**src/hw/rtl/rmq_pkg.sv**
```systemverilog
// ----------------------------------------------------------------------------
// rmq_pkg
// Shared types, constants and helpers for the rotation matrix to quaternion
// pipeline.
// ----------------------------------------------------------------------------
package rmq_pkg;

  localparam int RMQ_FRAC_BITS = 14;
  localparam int EW            = 17;
  localparam int QB            = 16;

  localparam logic [1:0] PATH_TRACE = 2'd0;

  localparam logic signed [15:0] SAT_MAX = 16'sh7fff;
  localparam logic signed [15:0] SAT_MIN = 16'sh8000;

  typedef struct packed {
    logic signed [15:0] m00;
    logic signed [15:0] m01;
    logic signed [15:0] m02;
    logic signed [15:0] m10;
    logic signed [15:0] m11;
    logic signed [15:0] m12;
    logic signed [15:0] m20;
    logic signed [15:0] m21;
    logic signed [15:0] m22;
  } rmq_in_t;

  typedef struct packed {
    logic signed [15:0] qw;
    logic signed [15:0] qx;
    logic signed [15:0] qy;
    logic signed [15:0] qz;
    logic [1:0]         path_used;
  } rmq_out_t;

  typedef logic signed [EW-1:0] rmq_e_t;

  typedef struct packed {
    logic [1:0]       path;
    rmq_e_t [2:0]     e;
  } rmq_ctx_t;

  function automatic logic [1:0] succ(input logic [1:0] i);
    logic [1:0] s;
    case (i)
      2'd0:    s = 2'd1;
      2'd1:    s = 2'd2;
      default: s = 2'd0;
    endcase
    return s;
  endfunction

endpackage

```
**src/hw/rtl/rmq_sqrt.sv**
```systemverilog
// ----------------------------------------------------------------------------
// rmq_sqrt
// Pipelined integer square root of arg << FRAC_BITS, one root bit per stage.
// ----------------------------------------------------------------------------
module rmq_sqrt import rmq_pkg::*; #(
  parameter int FRAC_BITS = RMQ_FRAC_BITS,
  parameter int AW        = 18,
  parameter int SW2       = 32,
  parameter int RW        = 16
) (
  input  logic          clk,
  input  logic          rst_n,
  input  logic          in_valid,
  output logic          in_stall,
  input  logic [AW-1:0] arg,
  input  rmq_ctx_t      in_ctx,
  output logic          out_valid,
  input  logic          out_stall,
  output logic [RW-1:0] root,
  output rmq_ctx_t      out_ctx
);

  logic [RW-1:0]  v_r;
  logic [RW-1:0]  rdy;
  logic [SW2-1:0] rad_r  [RW];
  logic [RW-1:0]  root_r [RW];
  logic [RW+1:0]  rem_r  [RW];
  rmq_ctx_t       ctx_r  [RW];

  for (genvar s = 0; s < RW; s++) begin : g_stage
    logic           v_p;
    logic [SW2-1:0] rad_p;
    logic [RW-1:0]  root_p;
    logic [RW+1:0]  rem_p;
    rmq_ctx_t       ctx_p;
    logic [RW+1:0]  rem_sh, trial, rem_nxt;
    logic [RW-1:0]  root_nxt;
    logic [SW2-1:0] rad_nxt;
    logic           ge;

    if (s == 0) begin : g_head
      assign v_p    = in_valid;
      assign rad_p  = SW2'(arg) << FRAC_BITS;
      assign root_p = '0;
      assign rem_p  = '0;
      assign ctx_p  = in_ctx;
    end else begin : g_body
      assign v_p    = v_r[s-1];
      assign rad_p  = rad_r[s-1];
      assign root_p = root_r[s-1];
      assign rem_p  = rem_r[s-1];
      assign ctx_p  = ctx_r[s-1];
    end

    if (s == RW - 1) begin : g_tail
      assign rdy[s] = !v_r[s] || !out_stall;
    end else begin : g_mid
      assign rdy[s] = !v_r[s] || rdy[s+1];
    end

    always_comb begin
      rem_sh   = {rem_p[RW-1:0], rad_p[SW2-1 -: 2]};
      trial    = {root_p, 2'b01};
      ge       = rem_sh >= trial;
      rem_nxt  = ge ? (rem_sh - trial) : rem_sh;
      root_nxt = {root_p[RW-2:0], ge};
      rad_nxt  = rad_p << 2;
    end

    always_ff @(posedge clk) begin
      if (!rst_n) begin
        v_r[s] <= 1'b0;
      end else if (rdy[s]) begin
        v_r[s] <= v_p;
      end
    end

    always_ff @(posedge clk) begin
      if (rdy[s] && v_p) begin
        rad_r[s]  <= rad_nxt;
        root_r[s] <= root_nxt;
        rem_r[s]  <= rem_nxt;
        ctx_r[s]  <= ctx_p;
      end
    end
  end

  assign in_stall  = !rdy[0];
  assign out_valid = v_r[RW-1];
  assign root      = root_r[RW-1];
  assign out_ctx   = ctx_r[RW-1];

endmodule

```
**config.mk**
```make
export PLATFORM = sky130hd
export DESIGN_NAME = rmq_sqrt
export DESIGN_NICKNAME = d
export VERILOG_FILES = /design/src/hw/rtl/rmq_pkg.sv /design/src/hw/rtl/rmq_sqrt.sv
export SDC_FILE = /design/constraint.sdc
export NUM_CORES = 1
export LEC_CHECK = 0
export BUFFER_PORTS_ARGS = -buffer_cell sky130_fd_sc_hd__buf_4
export CAP_MARGIN = 20
export CELL_PAD_IN_SITES_DETAIL_PLACEMENT = 0
export CELL_PAD_IN_SITES_GLOBAL_PLACEMENT = 2
export CORE_ASPECT_RATIO = 0.75
export CORE_MARGIN = 5
export CORE_UTILIZATION = 47
export DETAILED_ROUTE_END_ITERATION = 10
export GPL_TIMING_DRIVEN = 0
export PLACE_DENSITY_LB_ADDON = 0.1
export RECOVER_POWER = 50
export SLEW_MARGIN = 20
export SYNTH_ARGS = -nofsm -noshare
export SYNTH_HDL_FRONTEND = slang
export SYNTH_SLANG_ARGS = --single-unit
```
**constraint.sdc**
```tcl
create_clock -name clk -period 8.9 [get_ports clk]
set_input_delay 0 -clock clk [delete_from_list [all_inputs] [get_ports clk]]
set_output_delay 0 -clock clk [all_outputs]
set_load 0.01 [all_outputs]
```
==> impl_results.md <==
- Worst skew pair latency: 720 ps
- Worst slack at placement: 5430 ps
- WP data arrival: 5000 ps
- Clk pin slew, worst setup/hold paths: 70 ps
- Crit path top cell by count: clkbuf_1
- Detail Route Antenna Nets: 0
- R2R Path Start: g_stage[15].v_p
- Maxcap violations: 4
- Row cnt: 101
- N_diodes: 0
- Starting Density: 0.473
- Fmax achieved: 216 MHz
- CP peak stage delay: 1860 ps
- Fin nets: 3345
- Hold WS: 98.7 ps
- Sequential area share after synthesis: 0.808
- P&R area growth vs syn: 19.3%
- Via count: 22200
- Combinational share of power: 0.015
- # H-tree levels: 3
- Final GP Congestion: 0.849
- Post-layout total power: 11.7 mW
- DRT iter0 DRCs: 1342
- DIE AREA: 108000 µm²
- Worst path required time: 9270 ps
- Worst setup slack after layout: 4270 ps
- Sink Count: 1290
- Post-synthesis cell type count: 74
- Fill cells: 7700
- Syn_nets: 2880
- Post-Syn Area: 47700 µm²
- Sequential share of power: 0.569
- Failing checks: max-capacitance violations, max-slew violations
- Core Util, Final: 0.564
- Total internal power: 9.48 mW
- Number of global-route vias before repair: 22800
- NetSw: 2.25 mW
- Syn_area_per_cell: 17.9 µm²
- Hold Path Origin: rst_n
- Post-Syn Instances: 2660
- Share of post-route cells with drive strength above 1: 0.146
- Port bufs: 145
- Die Wd: 378 µm
- Most frequent cell after synthesis: edfxtp_1
- Antenna violations before repair: 1
- Synth top area share: 0.802
- I/O Pins: 146
- Crit path from: g_stage[15].v_p
- Gr usage total: 0.148
- TritonRoute pass-1 iters: 5
- Final min period: 4630 ps
- Core Area: 101000 µm²
- Largest net degree at the start of global routing: 32
- P_leak: 20.0 nW
- Placed insts: 4201
- Final hold vios: 0
- Sw Share: 0.191
- Yosys warns: 0
- Setup violators final: 0
- Wirelength per Cell: 17.0 µm
- Cell taking the most area after synthesis: edfxtp_1
- Max transition margin: -0.661
- Clk pwr share: 0.416
- Post-Layout Cell Count: 4566
- Maximum fanout along the worst path: 23
- EDFF count, synth: 1274
- Hpwl dp: 54400 µm
- CP cell instances: a21boi_0 -> clkbuf_1 -> clkbuf_1 -> buf_16
- Clk buf depth: 3
- Synth Flop Type: edfxtp_1
- Setup bufs post-CTS: 0
- Outcome: complete, but fails checks
- Drt drc: 0
- First-pass GRT wire length: 126000 µm
- CTS tree: built
- Clk_skew: 48.8 ps
- Most frequent cells after synthesis: edfxtp_1, inv_1, ha_1, nor2_1, a21oi_1
- Critical Path Source Type: flip-flop
- Tcrit/Tclk final: 0.520
- Least-Margin Pin Slew: 2470 ps
- Drt total wl: 77700 µm
- Power density over cell area: 206 nW/µm²
- Die Ht: 286 µm
- Post-synthesis async set-or-reset flop share: 0
- Hold/Removal Path Class: input pin to flip-flop
- IR drop worst, VDD: 0.000162 V
- RSZ-0062 raised after global routing: no
- Register bit total from synthesis: 1290
- CP max-delay cell: a21boi_0
- CTS buffer count: 119
- Crit end category: flip-flop
- Slew Limit Fails: 76
- Top post-synthesis cells by area: edfxtp_1, ha_1, xnor2_1
- CTS root buffer: clkbuf_16
- GRT Residual Overflow: 0
- Crit path kind: flip-flop to flip-flop
- Vias per std cell: 4.87
==> logic make-up after synthesis <==
group                    share of synthesized area
AO/OA/AOI/OAI                               0.0449
XOR/XNOR                                    0.0258
adder cells (fa/ha/maj)                     0.0390
buffers and inverters                       0.0236
flip-flops                                   0.808
multiplexers                                0.0102
other                                    0.0000786
AND/OR/NAND/NOR                             0.0481
==> path summary, 6_finish.rpt <==
kind | depth (start not counted) | slack (ps) | end
max reg2reg | 4 | 4270 | ctx_r[1][422]
min | 4 | 100 | g_stage[2].v_p
min reg2reg | 0 | 380 | ctx_r[0][148]
max | 4 | 4270 | ctx_r[1][422]
==> layout by cell type, fill, tap and decap left out, drive strengths merged, types with 6 or more instances in the layout <==
cell         instances
buf                114
dfxtp               16
nor3                36
clkinv              64
a21oi              107
or4                  7
and4                 7
nand2               91
a21o                25
xor2                66
a211oi              11
nor2b               33
nand4                6
clkinvlp             7
nor2               140
o211ai              10
nor4                20
xnor2               74
a21boi              12
o21ai               95
a31oi                6
nand3               25
nand2b              27
and3                 9
and2                 8
or2                  9
mux2                40
bufinv               9
o21a                36
inv                170
or3                 19
dlygate4sd3        142
fa                   6
ha                 139
edfxtp            1274
nand3b               9
clkbuf             302
==> registers in the layout, summed over array words and instances, names as in the netlist <==
name	flops
ctx_r	848
rad_r	72
out_valid	1
g_stage.v_p	15
root_r	136
rem_r	218
==> stage by stage <==
| stage | area, µm² | setup TNS, ps |
|---|---|---|
| 6_report | 57000 | 0 |
| 5_1_grt | 57000 | 0 |
| 4_1_cts | 57300 | 0 |
| 3_5_place_dp | 52000 | 0 |
| 3_3_place_gp | 50500 | -1025260 |
| 2_1_floorplan | 47700 | 0 |
==> metal layers <==
metal / vias to the layer above / GRT usage / routed length, µm
met5: - / 0 / 0
met4: 0 / 0.0429 / 1940
met3: 139 / 0.0323 / 3530
met2: 376 / 0.227 / 34600
met1: 10800 / 0.216 / 37600
li1: 11000 / - / -
==> what timing repair did <==
item                                   4_1_cts  5_1_grt
hold buffers                               142        0
setup endpoints to repair                    0        0
gates resized for setup                      0        0
endpoints found under the hold margin      171        0
==> final cells by class <==
cell class / count / area [µm²] / area share
repair buffers: 344 / 3640 / 0.0639
inverters: 169 / 634 / 0.0111
clock buffers: 142 / 3060 / 0.0538
clock inverters: 81 / 757 / 0.0133
flip-flops and latches: 1290 / 38600 / 0.677
multi-input cells: 1129 / 8120 / 0.143
plain buffers: 72 / 485 / 0.00852
well taps: 1339 / 1680 / 0.0294
==> worst max-delay path, delay by kind of cell, from the launching register on <==
kind / cells / cell delay, ps
AOI/OAI and AO/OA: 1 / 1860
buffers and inverters: 3 / 2030
DFF: 1 / 360
==> power groups by stage <==
stage	sequential (mW)	combinational [mW]	clock, mW
floorplan	6.80	0.0590	0
global placement	6.82	0.111	0
detailed placement	6.80	0.136	0
CTS	6.67	0.184	5.06
global route	6.67	0.198	5.33
finish	6.67	0.178	4.88
Power figures use the tool's default switching activity.
