`src/hw/rtl/rmq_pkg.sv`:
```
// ----------------------------------------------------------------------------
// rmq_pkg
// Shared types, constants and helpers for the rotation matrix to quaternion
// pipeline.
// ----------------------------------------------------------------------------
package rmq_pkg;

  localparam int RMQ_FRAC_BITS = 14;
  localparam int EW            = 17;
  localparam int QB            = 16;

  localparam logic [1:0] PATH_TRACE = 2'd0;

  localparam logic signed [15:0] SAT_MAX = 16'sh7fff;
  localparam logic signed [15:0] SAT_MIN = 16'sh8000;

  typedef struct packed {
    logic signed [15:0] m00;
    logic signed [15:0] m01;
    logic signed [15:0] m02;
    logic signed [15:0] m10;
    logic signed [15:0] m11;
    logic signed [15:0] m12;
    logic signed [15:0] m20;
    logic signed [15:0] m21;
    logic signed [15:0] m22;
  } rmq_in_t;

  typedef struct packed {
    logic signed [15:0] qw;
    logic signed [15:0] qx;
    logic signed [15:0] qy;
    logic signed [15:0] qz;
    logic [1:0]         path_used;
  } rmq_out_t;

  typedef logic signed [EW-1:0] rmq_e_t;

  typedef struct packed {
    logic [1:0]       path;
    rmq_e_t [2:0]     e;
  } rmq_ctx_t;

  function automatic logic [1:0] succ(input logic [1:0] i);
    logic [1:0] s;
    case (i)
      2'd0:    s = 2'd1;
      2'd1:    s = 2'd2;
      default: s = 2'd0;
    endcase
    return s;
  endfunction

endpackage

```
`src/hw/rtl/rmq_div.sv`:
```
// ----------------------------------------------------------------------------
// rmq_div
// Three lanes of (|e| * ONE + r) / (2r): setup stage with overflow check,
// then one restoring quotient bit per stage.
// ----------------------------------------------------------------------------
module rmq_div import rmq_pkg::*; #(
  parameter int FRAC_BITS = RMQ_FRAC_BITS,
  parameter int RW        = 16
) (
  input  logic                clk,
  input  logic                rst_n,
  input  logic                in_valid,
  output logic                in_stall,
  input  logic [RW-1:0]       in_root,
  input  rmq_ctx_t            in_ctx,
  output logic                out_valid,
  input  logic                out_stall,
  output logic [RW-1:0]       root,
  output logic [1:0]          path,
  output logic [2:0][QB-1:0]  quo,
  output logic [2:0]          ovf,
  output logic [2:0]          neg
);

  localparam int NS = QB + 1;
  localparam int NW = EW + FRAC_BITS + 1;

  logic [NS-1:0] v_r;
  logic [NS-1:0] rdy;
  logic [RW-1:0] r_r    [NS];
  logic [1:0]    path_r [NS];
  logic [RW:0]   rem_r  [NS][3];
  logic [QB-1:0] low_r  [NS][3];
  logic [QB-1:0] q_r    [NS][3];
  logic [2:0]    ovf_r  [NS];
  logic [2:0]    neg_r  [NS];

  // setup stage
  logic [RW:0]   d0;
  logic [RW:0]   rem0_nxt [3];
  logic [QB-1:0] low0_nxt [3];
  logic [2:0]    ovf0_nxt, neg0_nxt;

  assign d0 = {in_root, 1'b0};

  for (genvar l = 0; l < 3; l++) begin : g_setup
    logic signed [EW-1:0] e;
    logic [EW-1:0]        mag;
    logic [NW-1:0]        num;
    logic [NW-QB-1:0]     hi;

    always_comb begin
      e           = $signed(in_ctx.e[l]);
      neg0_nxt[l] = e < 0;
      mag         = neg0_nxt[l] ? EW'(-e) : EW'(e);
      num         = (NW'(mag) << FRAC_BITS) + NW'(in_root);
      hi          = num[NW-1:QB];
      ovf0_nxt[l] = NW'(hi) >= NW'(d0);
      rem0_nxt[l] = (RW+1)'(hi);
      low0_nxt[l] = num[QB-1:0];
    end
  end

  assign rdy[0] = !v_r[0] || rdy[1];

  always_ff @(posedge clk) begin
    if (!rst_n) begin
      v_r[0] <= 1'b0;
    end else if (rdy[0]) begin
      v_r[0] <= in_valid;
    end
  end

  always_ff @(posedge clk) begin
    if (rdy[0] && in_valid) begin
      r_r[0]    <= in_root;
      path_r[0] <= in_ctx.path;
      ovf_r[0]  <= ovf0_nxt;
      neg_r[0]  <= neg0_nxt;
      for (int l = 0; l < 3; l++) begin
        rem_r[0][l] <= rem0_nxt[l];
        low_r[0][l] <= low0_nxt[l];
        q_r[0][l]   <= '0;
      end
    end
  end

  for (genvar s = 1; s < NS; s++) begin : g_stage
    logic [RW:0]   d;
    logic [RW:0]   rem_nxt [3];
    logic [QB-1:0] q_nxt   [3];

    assign d = {r_r[s-1], 1'b0};

    for (genvar l = 0; l < 3; l++) begin : g_lane
      logic [RW+1:0] rem_sh;
      logic          ge;

      always_comb begin
        rem_sh     = {rem_r[s-1][l], low_r[s-1][l][QB-1]};
        ge         = rem_sh >= {1'b0, d};
        rem_nxt[l] = ge ? (RW+1)'(rem_sh - {1'b0, d}) : rem_sh[RW:0];
        q_nxt[l]   = {q_r[s-1][l][QB-2:0], ge};
      end
    end

    if (s == NS - 1) begin : g_tail
      assign rdy[s] = !v_r[s] || !out_stall;
    end else begin : g_mid
      assign rdy[s] = !v_r[s] || rdy[s+1];
    end

    always_ff @(posedge clk) begin
      if (!rst_n) begin
        v_r[s] <= 1'b0;
      end else if (rdy[s]) begin
        v_r[s] <= v_r[s-1];
      end
    end

    always_ff @(posedge clk) begin
      if (rdy[s] && v_r[s-1]) begin
        r_r[s]    <= r_r[s-1];
        path_r[s] <= path_r[s-1];
        ovf_r[s]  <= ovf_r[s-1];
        neg_r[s]  <= neg_r[s-1];
        for (int l = 0; l < 3; l++) begin
          rem_r[s][l] <= rem_nxt[l];
          low_r[s][l] <= low_r[s-1][l] << 1;
          q_r[s][l]   <= q_nxt[l];
        end
      end
    end
  end

  assign in_stall  = !rdy[0];
  assign out_valid = v_r[NS-1];
  assign root      = r_r[NS-1];
  assign path      = path_r[NS-1];
  assign ovf       = ovf_r[NS-1];
  assign neg       = neg_r[NS-1];
  assign quo[0]    = q_r[NS-1][0];
  assign quo[1]    = q_r[NS-1][1];
  assign quo[2]    = q_r[NS-1][2];

endmodule

```
`config.mk`:
```
export PLATFORM = sky130hd
export DESIGN_NAME = rmq_div
export DESIGN_NICKNAME = d
export VERILOG_FILES = /design/src/hw/rtl/rmq_pkg.sv /design/src/hw/rtl/rmq_div.sv
export SDC_FILE = /design/constraint.sdc
export NUM_CORES = 2
export LEC_CHECK = 0
export BUFFER_PORTS_ARGS = -buffer_cell sky130_fd_sc_hd__buf_2
export CAP_MARGIN = 20
export CORE_UTILIZATION = 57
export DETAILED_ROUTE_END_ITERATION = 16
export GPL_TIMING_DRIVEN = 1
export PLACE_DENSITY = 0.79
export SYNTH_ARGS = -nofsm -noshare
export SYNTH_HDL_FRONTEND = slang
export SYNTH_SLANG_ARGS = --single-unit
export TNS_END_PERCENT = 50
```
`constraint.sdc`:
```
create_clock -name clk -period 13.9 [get_ports clk]
set_input_delay 2.085 -clock clk [delete_from_list [all_inputs] [get_ports clk]]
set_output_delay 2.085 -clock clk [all_outputs]
set_load 0.01 [all_outputs]
```
==> results.toml <==
[global_route]
antenna_found_initial = 4
grt_max_degree = 82
grt_pass1_vias = 60200
grt_pass1_wl_um = 349000
grt-ovfl-total = 0
gr-usage-all-layers_pct = 27.7

[yosys]
ys_seq_area_share_pct = 51.9
syn-mean-instance-area_um2 = 12.1
synth_edf_count = 1599
async_flop_share_pct = 0
synth-seq-cells = 1616
ys_warn_count = 0
ys.flop_type = "edfxtp_1"
synthCells = 7709
yosys.cell_types.count = 100
synthesis.area_um2 = 93200

[finish]
num-nets-final = 8887
n_antenna_cell = 0
n_fill_cell = 12500
final_layout_size_suffix_gt1_share_pct = 12.4
post-route-util_pct = 62.9
area_delta_synth_final_pct = 9.75

[sta]
fin_ws_ns = 6.60
finalCritPeriodShare_pct = 52.5
tightest_slew_ns = 1.13
rsz0062_at_grt = "false"
report.final.slew_viol_count = 0
min_period_ns = 7.30
max_freq_mhz = 137
fin_skew_ns = 0.0249
hold_viol = 0
final.setup.tns_ns = 0
fin_hold_ws_ns = 0.403
max-slew-margin-rel_pct = 24.9
setup_viol = 0

[detailed_routing]
wirelength_um = 230000
drt_first_pass_iters = 6
drcViolationCount = 0
detail-route-antenna-nets = 0
met2WireLength_um = 108000
first_iter_violations = 5553
wl_met1_um = 102000
wl_per_cell_um = 22.4
routed_via_density = 6.04
vias = 62100
top_layer = "met5"
wl_met3_um = 13800

[critical_path]
crit_type = "input pin to output port"
critPathLaunchType = "input pin"
worst-r2r-setup-slack_ns = 9.66
cp.arrival_ns = 5.22
cp.required_ns = 11.81
endpoint_kind = "output port"
critPathMaxFanout = 7

[clock_network]
ctsResizeCount = 0
cts_buffer_depth = 3
ctsHoldBuffers = 0
tritoncts = "yes"
cts_setup_buffers = 0
htree_num_levels = 4
path_clk_slew_ns = 0.06
numCtsBuffers = 167
clk_latency_ns = 0.82
cts_root_buf = "clkbuf_16"
cts_sinks = 1616

[place]
io_buffer_count = 146
place_congestion = 0.943
hpwl_um = 178000
preCtsSetupSlack_ns = 6.59

[floorplanning]
die-area_um2 = 165000
die_w_um = 406
num_rows = 148
fp.dieH_um = 406
ios = 147
fp.coreArea_um2 = 163000
start_util_pct = 57.3

[run]
drv_cap = 0

[power_and_ir_drop]
peakVddDrop_mv = 0.129
powerDensity_nw_per_um2 = 105
p_leak_nw = 38.9

[status]
status = "finished, final reports clean"

[hold_path]
hp-class = "register to register"
-- registers in the layout, indices dropped and copies added, names as in the netlist --
register,flops
out_valid,1
low_r,23
r_r,254
ovf_r,51
path_r,34
neg_r,51
v_r,16
q_r,408
rem_r,778
-- Yosys cell counts (31+ instances only) --
cell | count | share of area, %
mux2i_1 | 71 | 0.76
nand2_1 | 398 | 1.6
o21a_1 | 150 | 1.2
nand2b_1 | 89 | 0.60
clkbuf_1 | 44 | 0.18
nor2b_1 | 150 | 1.0
a21o_1 | 189 | 1.5
edfxtp_1 | 1599 | 52
xor2_1 | 205 | 1.9
nor3_1 | 152 | 0.82
a21oi_1 | 491 | 2.6
ha_1 | 795 | 11
o31ai_1 | 64 | 0.52
o31a_1 | 33 | 0.31
inv_1 | 504 | 2.0
o211ai_1 | 38 | 0.31
nand4_1 | 75 | 0.50
o21ai_0 | 377 | 2.0
or2_2 | 31 | 0.21
nand3_1 | 115 | 0.62
and2_1 | 32 | 0.21
fa_1 | 48 | 1.0
a211oi_1 | 51 | 0.41
a31oi_1 | 69 | 0.46
a21boi_0 | 34 | 0.27
o22ai_1 | 33 | 0.22
o41ai_1 | 34 | 0.32
xnor2_1 | 417 | 3.9
nor4_1 | 35 | 0.23
or3_1 | 36 | 0.24
nor2_1 | 453 | 1.8
o21bai_1 | 40 | 0.32
mux2_2 | 438 | 5.3
-- kinds of logic (layout without fill, tap and decap cells) --
logic type,after synthesis,after routing,share of synthesized area [%]
simple gates,1684,1684,8.94
buf+inv,609,1004,2.60
mux,528,528,6.28
flops,1616,1616,51.9
compound gates,1806,1806,12.7
xor+xnor,622,622,5.84
fa+ha+maj,843,843,11.7
other cells,1,6,0.00402
-- layout make-up --
cell class | instances | area [um^2] | area share [%]
Sequential cell | 1616 | 48400 | 47.3
Multi-Input combinational cell | 5489 | 42600 | 41.7
Clock buffer | 196 | 4310 | 4.21
Tap cell | 2175 | 2720 | 2.66
Inverter | 512 | 1920 | 1.88
Clock inverter | 111 | 1250 | 1.22
Timing Repair Buffer | 185 | 1110 | 1.08
-- stage by stage --
stage          cells  power, mW  area (um^2)
2_1_floorplan   7714       6.11        93200
3_3_place_gp    9970       6.29        96600
3_5_place_dp    9971       6.31        96600
4_1_cts        10300       10.8       102000
5_1_grt        10300       11.1       102000
6_report       10300       10.8       102000
-- placed cells by master (no fill, tap or decap), drive strengths merged, types with 150 or more instances in the layout --
| master | n |
|---|---|
| o21ai | 387 |
| mux2 | 457 |
| a21o | 189 |
| buf | 184 |
| nor2b | 150 |
| nor3 | 155 |
| ha | 795 |
| xor2 | 205 |
| o21a | 150 |
| nand2 | 398 |
| clkbuf | 196 |
| edfxtp | 1599 |
| nor2 | 453 |
| xnor2 | 417 |
| a21oi | 495 |
| inv | 527 |
-- path summary, 6_finish.rpt --
kind,depth (start not counted),from,end
worst max-delay path,9,out_stall,in_stall
worst min-delay path,0,ovf_r[8][2],ovf_r[9][2]
worst max register to register,8,r_r[1][42],rem_r[11][24]
worst min register to register,0,ovf_r[8][2],ovf_r[9][2]
-- worst max-delay path, stage by stage --
cell and delay [ns]:
buf_2 0.13, and3_1 0.34, and3_1 0.48, nand4_1 0.22, nor3_1 0.76, and3_1 0.44, and3_1 0.29, and2_1 0.29
buf_2 0.18
-- per-layer routing --
metal | track usage [%] | up-vias
met5 | 0 | -
met4 | 8.22 | 2
met3 | 3.56 | 347
met2 | 45.1 | 1878
met1 | 38.9 | 30200
li1 | - | 29600
-- report_power, final --
group | switching, mW | internal [mW] | total (mW)
Sequential | 0.0526 | 5.40 | 5.45
Clock | 1.93 | 2.62 | 4.55
Combinational | 0.421 | 0.343 | 0.764
(Power assumes the default switching activity.)
