File: src/hw/rtl/rmq_pkg.sv
// ----------------------------------------------------------------------------
// rmq_pkg
// Shared types, constants and helpers for the rotation matrix to quaternion
// pipeline.
// ----------------------------------------------------------------------------
package rmq_pkg;

  localparam int RMQ_FRAC_BITS = 14;
  localparam int EW            = 17;
  localparam int QB            = 16;

  localparam logic [1:0] PATH_TRACE = 2'd0;

  localparam logic signed [15:0] SAT_MAX = 16'sh7fff;
  localparam logic signed [15:0] SAT_MIN = 16'sh8000;

  typedef struct packed {
    logic signed [15:0] m00;
    logic signed [15:0] m01;
    logic signed [15:0] m02;
    logic signed [15:0] m10;
    logic signed [15:0] m11;
    logic signed [15:0] m12;
    logic signed [15:0] m20;
    logic signed [15:0] m21;
    logic signed [15:0] m22;
  } rmq_in_t;

  typedef struct packed {
    logic signed [15:0] qw;
    logic signed [15:0] qx;
    logic signed [15:0] qy;
    logic signed [15:0] qz;
    logic [1:0]         path_used;
  } rmq_out_t;

  typedef logic signed [EW-1:0] rmq_e_t;

  typedef struct packed {
    logic [1:0]       path;
    rmq_e_t [2:0]     e;
  } rmq_ctx_t;

  function automatic logic [1:0] succ(input logic [1:0] i);
    logic [1:0] s;
    case (i)
      2'd0:    s = 2'd1;
      2'd1:    s = 2'd2;
      default: s = 2'd0;
    endcase
    return s;
  endfunction

endpackage

File: src/hw/rtl/rmq_back.sv
// ----------------------------------------------------------------------------
// rmq_back
// Sign, saturation and placement of the components; output register.
// ----------------------------------------------------------------------------
module rmq_back import rmq_pkg::*; #(
  parameter int RW = 16
) (
  input  logic               clk,
  input  logic               rst_n,
  input  logic               in_valid,
  output logic               in_stall,
  input  logic [RW-1:0]      root,
  input  logic [1:0]         path,
  input  logic [2:0][QB-1:0] quo,
  input  logic [2:0]         ovf,
  input  logic [2:0]         neg,
  output logic               out_valid,
  input  logic               out_stall,
  output rmq_out_t           out_data
);

  function automatic logic signed [15:0] sat_lane(input logic [QB-1:0] q,
                                                  input logic ovf_i,
                                                  input logic neg_i);
    logic signed [15:0] res;
    if (neg_i) begin
      res = (ovf_i || q > 16'd32768) ? SAT_MIN : 16'(-q);
    end else begin
      res = (ovf_i || q > 16'd32767) ? SAT_MAX : q;
    end
    return res;
  endfunction

  logic [RW:0]        rp;
  logic signed [15:0] pc;
  logic signed [15:0] ln [3];
  logic signed [15:0] qo [4];
  logic [1:0]         pi, pj, pk;
  rmq_out_t           out_nxt, out_r;
  logic               v_r;
  logic               ready;

  always_comb begin
    rp = ({1'b0, root} + (RW+1)'(1)) >> 1;
    pc = (rp > 32767) ? SAT_MAX : 16'(rp);
    for (int l = 0; l < 3; l++) ln[l] = sat_lane(quo[l], ovf[l], neg[l]);
    pi = path - 2'd1;
    pj = succ(pi);
    pk = succ(pj);
    for (int c = 0; c < 4; c++) qo[c] = '0;
    if (path == PATH_TRACE) begin
      qo[0] = pc;
      qo[1] = ln[0];
      qo[2] = ln[1];
      qo[3] = ln[2];
    end else if (root != '0) begin
      qo[pi + 2'd1] = pc;
      qo[0]         = ln[0];
      qo[pj + 2'd1] = ln[1];
      qo[pk + 2'd1] = ln[2];
    end
    out_nxt.qw        = qo[0];
    out_nxt.qx        = qo[1];
    out_nxt.qy        = qo[2];
    out_nxt.qz        = qo[3];
    out_nxt.path_used = path;
  end

  assign ready    = !v_r || !out_stall;
  assign in_stall = !ready;

  always_ff @(posedge clk) begin
    if (!rst_n) begin
      v_r <= 1'b0;
    end else if (ready) begin
      v_r <= in_valid;
    end
  end

  always_ff @(posedge clk) begin
    if (ready && in_valid) begin
      out_r <= out_nxt;
    end
  end

  assign out_valid = v_r;
  assign out_data  = out_r;

endmodule

File: config.mk
export PLATFORM = sky130hd
export DESIGN_NAME = rmq_back
export DESIGN_NICKNAME = d
export VERILOG_FILES = /design/src/hw/rtl/rmq_pkg.sv /design/src/hw/rtl/rmq_back.sv
export SDC_FILE = /design/constraint.sdc
export NUM_CORES = 1
export LEC_CHECK = 0
export ABC_AREA = 1
export BUFFER_PORTS_ARGS = -buffer_cell sky130_fd_sc_hd__buf_2
export CORE_MARGIN = 2
export CORE_UTILIZATION = 61
export CTS_BUF_LIST = sky130_fd_sc_hd__clkbuf_16
export DETAILED_ROUTE_END_ITERATION = 6
export PLACE_DENSITY = 0.85
export SKIP_LAST_GASP = 1
export SLEW_MARGIN = 20
export SYNTH_ARGS = -nofsm -noshare
export SYNTH_HDL_FRONTEND = slang
export SYNTH_SLANG_ARGS = --single-unit
File: constraint.sdc
create_clock -name clk -period 10.32 [get_ports clk]
set_clock_uncertainty 0.15 [all_clocks]
set_input_delay 1.548 -clock clk [delete_from_list [all_inputs] [get_ports clk]]
set_output_delay 1.548 -clock clk [all_outputs]
set_load 0.02 [all_outputs]
==> qor.yml, run 1 <==
outcome: "finished with violations"
failed_checks: "design-rule violations"
critPathRequiredTime_ns: 10.27
vias_in_the_first_global_route: 6854
ys_ff_latch: 67
timing.critical_path.cells: "buf_2 -> inv_1 -> ha_1 -> buf_4 -> clkinv_1 -> nand2_2 -> inv_2 -> o21ai_0 -> nand2_1 -> nand2_1 -> inv_1"
global_route_wire_length_before_repair_mm: 33.5
area_growth_pct: 14.7
timing.critical_path.to_type: "register"
synth.distinct_cells: 41
tritoncts_clock_tree: "yes"
routed-via-count: 7605
cts.reportedPaths.clkPinSlew_ns: 0.06
synth.largest_area_cell: "edfxtp_1"
final_hold_viol_count: 0
ctsHoldBuffers: 0
layout-drive-gt1-share: 0.182
drtIter0Drc: 935
core_region_area_um2: 10400
vdd_ir_drop_max_v: 0.0000767
post-route-min-period_ns: 4.16
worstSkewPairLatency_ns: 0.34
cts.path.max_buffers: 2
timing_max_transition_violations_final: 0
mostFrequentLayoutCells: "nand2_1 (341), nand3_1 (179), buf_2 (143)"
io_pins: 144
cp-start-kind: "input pin"
route.detailed.drc: 2
clk_root_buffer_cell: "clkbuf_16"
avgSynthCellArea_um2: 6.33
timing.final.crit_share: 0.403
sequential_share_of_the_synthesized_area: 0.303
cts_htree_levels: 3
yosys_warnings: 0
power_per_cell_area_nw_per_um2: 125
synthesis.nets: 1130
synth.top_cell.area_share: 0.300
antenna_violating_nets_post_route: 0
unrepaired_setup_endpoints_after_global_routing: "no"
maxCapViolations: 0
buffer_ports.inserted: 143
post_synth_main_area_contributors: "edfxtp_1 (30%), nand2_1 (19%), nand3_1 (14%)"
synthCells: 1043
grt_remaining_overflow: 0
syn-cell-area_um2: 6600
avgRoutedWirePerCell_um: 16.4
setup_tns_ns: 0
timing.critical_path.arrival_ns: 4.11
crit_path_top_delay_cell: "nand2_2"
worst_pin_slew_ns: 1.18
min-delay-path-class: "reg -> reg"
nFillCells: 924
p_leak_uw: 0.00373
grt_util_all_layers: 0.367
grt_max_degree: 67
firstDrtPassIters: 7
die_area_um2: 11700
die_w_um: 108
vias_per_cell: 5.87
place_congestion: 0.973
placement_row_count: 37
finish.net_count: 1242
crit_path_max_incr_delay_ns: 0.66
cts.sink_count: 67
setup_violations: 0
numCtsBuffers: 9
final_common_cell: "nand2_1"
initial_core_utilization: 0.634
post_cts_resize_count: 0
cts.repair_timing.setup_buffer_count: 0
height_of_the_chip_um: 108
dp_hpwl_mm: 16.0
timing.fmax_mhz: 241
synthArstFlopShare: 0
initial_antenna_violation_count: 0
fin_worst_hold_slack_ns: 0.373
postRouteWirelength_mm: 21.3
crit_fanout: 43
synth_enable_flop_cells: 66
slew-limit-headroom: 0.208
worst-setup-path-type: "in -> reg"
insertedDiodeCount: 0
postSynth.topFlopCell: "edfxtp_1"
-- area by class of cell --
type / instances / area [um^2] / share of cell area
tap: 136 / 170 / 0.0225
timing repair buffer: 147 / 746 / 0.0984
clock buffer: 9 / 225 / 0.0297
inverter: 95 / 357 / 0.0471
clock inverter: 7 / 60.1 / 0.00793
multi-input combinational: 835 / 4020 / 0.530
sequential: 67 / 2000 / 0.264
-- per-layer routing --
| layer | GRT usage | vias up | share of wire |
|---|---|---|---|
| met3 | 0.0989 | 80 | 0.12 |
| li1 | - | 3687 | - |
| met2 | 0.577 | 535 | 0.45 |
| met5 | 0 | - | 0 |
| met4 | 0.144 | 0 | 0.033 |
| met1 | 0.481 | 3303 | 0.39 |
-- report_power, final --
group          leakage [uW]  switching, uW  internal [uW]
Sequential         0.000659           8.73            335
Combinational       0.00292            209           89.0
Clock              0.000144            121            184
-- through the flow --
step / worst slack, ns / power, uW / instances / instance area [um^2] / utilization
floorplan: 5.18 / 546 / 1043 / 6600 / -
finish: 6.16 / 947 / 1296 / 7570 / 0.727
global placement: 6.01 / 636 / 1280 / 7290 / 0.700
detailed placement: 5.91 / 639 / 1280 / 7290 / 0.700
CTS: 6.26 / 937 / 1296 / 7570 / 0.727
global route: 6.00 / 987 / 1296 / 7570 / 0.727
-- flip-flops by register name, indices dropped and copies added, names as in the netlist --
register   cells
out_valid      1
out_data      66
-- worst max-delay path, delay by kind of cell --
family,cells,cell delay (ns)
and+or+nand+nor,3,0.79
buffers and inverters,6,1.43
AOI/OAI and AO/OA,1,0.16
adders and majority gates,1,0.15
-- kinds of logic after synthesis --
kind of cell / synth area share
compound gates: 0.110
flops: 0.303
simple gates: 0.457
fa+ha+maj: 0.0208
buf+inv: 0.0898
xor+xnor: 0.0186
-- synth_stat cells (4+ instances only) --
cell type / n
o21ai_1: 14
buf_4: 4
xor2_1: 11
a21oi_1: 57
nand2_4: 6
buf_2: 14
inv_1: 91
o22ai_1: 6
nand4_1: 12
o21ai_0: 46
nor3_1: 9
ha_1: 11
clkbuf_1: 24
nand3_1: 179
nand2_1: 341
a21oi_2: 7
nand3_4: 4
edfxtp_1: 66
nor2_1: 87
nand2_2: 11
or2_2: 5
nor2_2: 7
-- path summary, 6_finish.rpt --
path	cells past startpoint	startpoint	slack (ns)	endpoint
worst max-delay path	11	path[0]	6.16	out_data[18]
worst min-delay path	2	out_valid	0.37	out_valid
worst max register to register	4	out_valid	8.52	out_data[21]
worst min register to register	2	out_valid	0.37	out_valid
Power figures use the tool's default switching activity.
==> run 2: changes to the inputs <==
Settings changed: CORE_UTILIZATION 61 to 56, PLACE_DENSITY 0.85 to 0.79.
Clock period 10.32 ns to 4.15 ns, I/O delays scaled along.
==> run 2 against run 1 <==
The run now ends clean. Global-route usage is 3.4 points lower. Clock power grew to 2.5 times the previous value. Via count is 0.59% higher. Register-to-register slack worse by 6.4 ns. Final cell count is 0.85% higher. Hold slack worse by 0.030 ns. Non-clock buffer count is 4 higher. Combinational power is 150% higher. Total power is 150% higher. Routed wire length is 0.14% higher. Die area is 8.6% higher. Critical path type unchanged. Highest routed layer unchanged.
==> qor.yml, run 2 (synthesized netlist as in run 1, its figures left out) <==
postRouteWirelength_mm: 21.3  # about the same
crit_path_max_incr_delay_ns: 0.66  # about the same
cts.repair_timing.setup_buffer_count: 0  # unchanged
largest_reg_flops: 66  # unchanged
timing_max_transition_violations_final: 0  # unchanged
slew-limit-headroom: 0.230  # was 0.208
height_of_the_chip_um: 113  # was 108 um
outcome: "completed"  # was finished with violations
route.detailed.drc: 0  # was 2
numPlacedInstances: 1291  # was 1280
worst_hold_path.num_cells: 2  # unchanged
cts.reportedPaths.clkPinSlew_ns: 0.06  # about the same
numCtsBuffers: 9  # unchanged
grt_util_all_layers: 0.333  # was 0.367
ctsHoldBuffers: 0  # unchanged
worst_pin_slew_ns: 1.15  # was 1.18 ns
core_region_area_um2: 11500  # was 10400 um^2
antenna_violating_nets_post_route: 0  # unchanged
avgRoutedWirePerCell_um: 16.3  # was 16.4 um
timing.critical_path.arrival_ns: 2.92  # was 4.11 ns
crit_path_top_delay_cell: "nand2_2"  # unchanged
placement_row_count: 39  # was 37
insertedDiodeCount: 0  # unchanged
maxCapViolations: 0  # unchanged
p_leak_uw: 0.00374  # was 0.00373 uW
final_common_cell: "nand2_1"  # unchanged
firstDrtPassIters: 6  # was 7
finish.net_count: 1246  # was 1242
post-route-min-period_ns: 2.97
seqCellArea_um2: 2000  # unchanged
mostFrequentLayoutCells: "nand2_1 (341), nand3_1 (179), buf_2 (143)"  # unchanged
timing.critical_path.cells: "buf_2 -> inv_1 -> ha_1 -> buf_4 -> clkinv_1 -> nand2_2 -> inv_2 -> o21ai_0 -> nand2_1 -> nand2_1 -> inv_1"  # unchanged
cp-start-kind: "input pin"  # unchanged
post_layout_nonfiller_instances: 1307  # was 1296
tritoncts_clock_tree: "yes"  # unchanged
drtIter0Drc: 862  # was 935
nFillCells: 1062  # was 924
timing.final.crit_share: 0.715
layout-drive-gt1-share: 0.185  # was 0.182
final_hold_viol_count: 0  # unchanged
initial_antenna_violation_count: 0  # unchanged
cts.sink_count: 67  # unchanged
grt_remaining_overflow: 0  # unchanged
place_congestion: 0.982  # was 0.973
die_area_um2: 12700  # was 11700 um^2
clk_root_buffer_cell: "clkbuf_16"  # unchanged
area_growth_pct: 15.4  # was 14.7%
vias_in_the_first_global_route: 6752  # was 6854
dp_hpwl_mm: 15.9  # was 16.0 mm
routed-via-count: 7650  # was 7605
power_per_cell_area_nw_per_um2: 310  # was 125 nW/um^2
cts.path.max_buffers: 2  # unchanged
multiInputGateArea_um2: 4020  # about the same
worstSkewPairLatency_ns: 0.34  # about the same
setup_tns_ns: 0  # unchanged
unrepaired_setup_endpoints_after_global_routing: "no"  # unchanged
io_pins: 144  # unchanged
setup_violations: 0  # unchanged
grt_max_degree: 62  # was 67
vdd_ir_drop_max_v: 0.000223  # was 0.0000767 V
min-delay-path-class: "reg -> reg"  # unchanged
buffer_ports.inserted: 143  # unchanged
design_power_total_uw: 2360  # was 947 uW
timing.critical_path.to_type: "register"  # unchanged
global_route_wire_length_before_repair_mm: 33.8  # was 33.5 mm
reg2reg_depth: 4  # unchanged
critPathRequiredTime_ns: 4.10  # was 10.27 ns
crit_fanout: 36  # was 43
finish.utilization: 0.664  # was 0.727
die_w_um: 113  # was 108 um
initial_core_utilization: 0.576  # was 0.634
cts_htree_levels: 3  # unchanged
vias_per_cell: 5.85  # was 5.87
post_cts_resize_count: 0  # unchanged
timing.fmax_mhz: 337
worst-setup-path-type: "in -> reg"  # unchanged
[run 2: cell count changes in the layout (fill, tap and decap cells not counted), sizes merged]
cell	change
clkinv	-2
clkinvlp	+1
buf	+4
inv	+1
[run 2: metal layers]
layer	vias up	share of wire	global-route usage
met2	486	0.45	0.521
met1	3402	0.40	0.456
met4	0	0.037	0.140
li1	3692	-	-
met5	-	0	0
met3	70	0.11	0.0594
[run 2: layout make-up]
class | instances | area share
Timing Repair Buffer | 151 | 0.102
Sequential cell | 67 | 0.263
Tap cell | 143 | 0.0235
Clock buffer | 9 | 0.0296
Inverter | 95 | 0.0468
Clock inverter | 7 | 0.00805
Multi-Input combinational cell | 835 | 0.527
[run 2: where the power goes]
group	total [uW]	internal (uW)	switching, uW
Sequential	856	833	22.8
Combinational	744	224	520
Clock	763	458	306
Total	2360	1520	848
[run 2: final timing paths]
| path | from | endpoint | slack, ns |
|---|---|---|---|
| setup / recovery | path[0] | out_data[18] | 1.18 |
| hold / removal | out_valid | out_valid | 0.34 |
| setup reg to reg | out_valid | out_data[3] | 2.13 |
| hold reg to reg | out_valid | out_valid | 0.34 |
[run 2: through the flow]
step / hold slack (ns) / instance area, um^2 / setup WS, ns
2_1_floorplan: 0.411 / 6610 / 1.04
3_3_place_gp: 0.329 / 7330 / 1.02
3_5_place_dp: 0.346 / 7330 / 0.926
4_1_cts: 0.352 / 7610 / 1.26
5_1_grt: 0.366 / 7620 / 1.02
6_report: 0.343 / 7620 / 1.18
[run 2: worst max-delay path: cells and delay by family]
family                     cells  cell delay, ns
adders and majority gates      1            0.15
buffers and inverters          6            1.18
and+or+nand+nor                3            0.80
AOI/OAI and AO/OA              1            0.16
==> run 3: changes to the inputs <==
Clock period 4.15 ns to 2.94 ns, I/O delays scaled along.
==> run 3 against run 2 <==
Total power rose by 40%. Final cell count rose by 0.84%. Register-to-register slack got worse by 0.61 ns. Sequential cell count did not move. Critical endpoint is now out_data[55].
==> qor.yml, run 3 (synthesized netlist as in run 1, its figures left out) <==
fin_worst_hold_slack_ns: 0.190  # was 0.343 ns
critPathRequiredTime_ns: 3.00  # was 4.10 ns
p_leak_uw: 0.00381  # was 0.00374 uW
clk_root_buffer_cell: "clkbuf_16"  # unchanged
timing_max_transition_violations_final: 0  # unchanged
area_growth_pct: 16.8  # was 15.4%
unrepaired_setup_endpoints_after_global_routing: "no"  # unchanged
dr_wl_met3_mm: 2.03  # was 2.38 mm
detail_route.wirelength.met1_mm: 8.70  # was 8.56 mm
post_layout_nonfiller_instances: 1318  # was 1307
ctsHoldBuffers: 0  # unchanged
drtIter0Drc: 941  # was 862
largest_reg_flops: 66  # unchanged
power_per_cell_area_nw_per_um2: 430  # was 310 nW/um^2
layout-drive-gt1-share: 0.188  # was 0.185
post-route-min-period_ns: 2.23
insertedDiodeCount: 0  # unchanged
tritoncts_clock_tree: "yes"  # unchanged
reg2reg_depth: 4  # unchanged
mostFrequentLayoutCells: "nand2_1 (341), nand3_1 (179), buf_2 (143)"  # unchanged
met2WireLength_mm: 9.80  # was 9.59 mm
min-delay-path-class: "in -> reg"  # was reg -> reg
die_w_um: 113  # unchanged
vias_per_cell: 5.75  # was 5.85
outcome: "completed"  # unchanged
initial_core_utilization: 0.576  # unchanged
routed-via-count: 7583  # was 7650
grt_remaining_overflow: 0  # unchanged
post_cts_resize_count: 0  # unchanged
numCtsBuffers: 9  # unchanged
avgRoutedWirePerCell_um: 16.1  # was 16.3 um
crit_path_top_delay_cell: "nand2_2"  # unchanged
highest_layer: "met4"  # unchanged
cp-start-kind: "input pin"  # unchanged
nFillCells: 1070  # was 1062
worstSkewPairLatency_ns: 0.34  # about the same
worst_pin_slew_ns: 1.12  # was 1.15 ns
grt_util_all_layers: 0.332  # was 0.333
firstDrtPassIters: 6  # unchanged
vdd_ir_drop_max_v: 0.000454  # was 0.000223 V
finish.net_count: 1257  # was 1246
final_hold_viol_count: 0  # unchanged
global_route_wire_length_before_repair_mm: 33.4  # was 33.8 mm
crit_path_max_incr_delay_ns: 0.39  # was 0.66 ns
maxCapViolations: 0  # unchanged
height_of_the_chip_um: 113  # unchanged
die_area_um2: 12700  # unchanged
slew-limit-headroom: 0.249  # was 0.230
timing.critical_path.arrival_ns: 2.29  # was 2.92 ns
cts.reportedPaths.clkPinSlew_ns: 0.06  # about the same
cts.repair_timing.setup_buffer_count: 0  # unchanged
dp_hpwl_mm: 16.0  # was 15.9 mm
cts.sink_count: 67  # unchanged
timing.critical_path.buf_inv: 2  # was 6
buffer_ports.inserted: 143  # unchanged
timing.critical_path.to_type: "register"  # unchanged
timing.critical_path.cells: "buf_2 -> inv_1 -> ha_1 -> nand2_2 -> nor2_4 -> nand2_2 -> nand2_1 -> nand2_1 -> nand2_2 -> nand2_1 -> a21oi_1 -> nand2_1 -> nand2_1"  # was buf_2 -> inv_1 -> ha_1 -> buf_4 -> clkinv_1 -> nand2_2 -> inv_2 -> o21ai_0 -> nand2_1 -> nand2_1 -> inv_1
cts_htree_levels: 3  # unchanged
setup_violations: 0  # unchanged
worst_hold_path.num_cells: 1  # was 2
vias_in_the_first_global_route: 6728  # was 6752
antenna_violating_nets_post_route: 0  # unchanged
cp_num_cells: 13  # was 11
place_congestion: 1.04  # was 0.982
crit_fanout: 13  # was 36
initial_antenna_violation_count: 0  # unchanged
grt_max_degree: 67  # was 62
timing.fmax_mhz: 448
timing.final.crit_share: 0.759
crit_top_cell: "nand2_1"
postRouteWirelength_mm: 21.2  # was 21.3 mm
worst-setup-path-type: "in -> reg"  # unchanged
io_pins: 144  # unchanged
route.detailed.drc: 0  # unchanged
critical-path-top-delay-family: "simple AND/OR/NAND/NOR gates"  # was buffers and inverters
cts.path.max_buffers: 2  # unchanged
final_common_cell: "nand2_1"  # unchanged
setup_tns_ns: 0  # unchanged
numPlacedInstances: 1302  # was 1291
core_region_area_um2: 11500  # unchanged
finish.utilization: 0.673  # was 0.664
placement_row_count: 39  # unchanged
run 3: cell count changes in the layout (fill, tap and decap cells not counted), sizes merged:
cell / before / now
buf: 151 / 162
clkinvlp: 2 / 0
inv: 95 / 96
clkinv: 4 / 5
run 3: worst paths after layout:
path | startpoint | to | slack [ns]
max | quo[32] | out_data[55] | 0.71
min | path[1] | out_data[1] | 0.19
max reg2reg | out_valid | out_data[54] | 1.52
min reg2reg | out_valid | out_valid | 0.36
run 3: worst register-to-register path: stages (launching register included):
cell	delay, ns
dfxtp_1	0.31
nand2_1	0.07
inv_1	0.07
nor2_4	0.10
buf_12	0.31
run 3: through the flow:
step                      power, uW  setup slack (ns)  cell area, um^2
after floorplan                1920            0.0121             6610
after CTS                      3290             0.734             7710
after global placement         2260             0.414             7440
after global routing           3460             0.549             7710
after detailed placement       2270             0.385             7440
final                          3320             0.709             7710
run 3: final cells by class:
type	instances	area (um^2)	area share
multi-input combinational	835	4020	0.521
sequential	67	2000	0.260
timing repair buffer	162	883	0.115
inverter	95	357	0.0462
clock buffer	9	225	0.0292
tap	143	179	0.0232
clock inverter	7	52.6	0.00681
run 3: per-layer routing:
| metal | GRT usage | up-vias |
|---|---|---|
| met5 | 0 | - |
| met3 | 0.0535 | 60 |
| met2 | 0.527 | 424 |
| met4 | 0.126 | 0 |
| li1 | - | 3719 |
| met1 | 0.458 | 3380 |
run 3: report_power, final:
part | switching (uW) | internal, uW
combinational | 737 | 335
sequential | 28.1 | 1180
clock | 402 | 638
total | 1170 | 2150
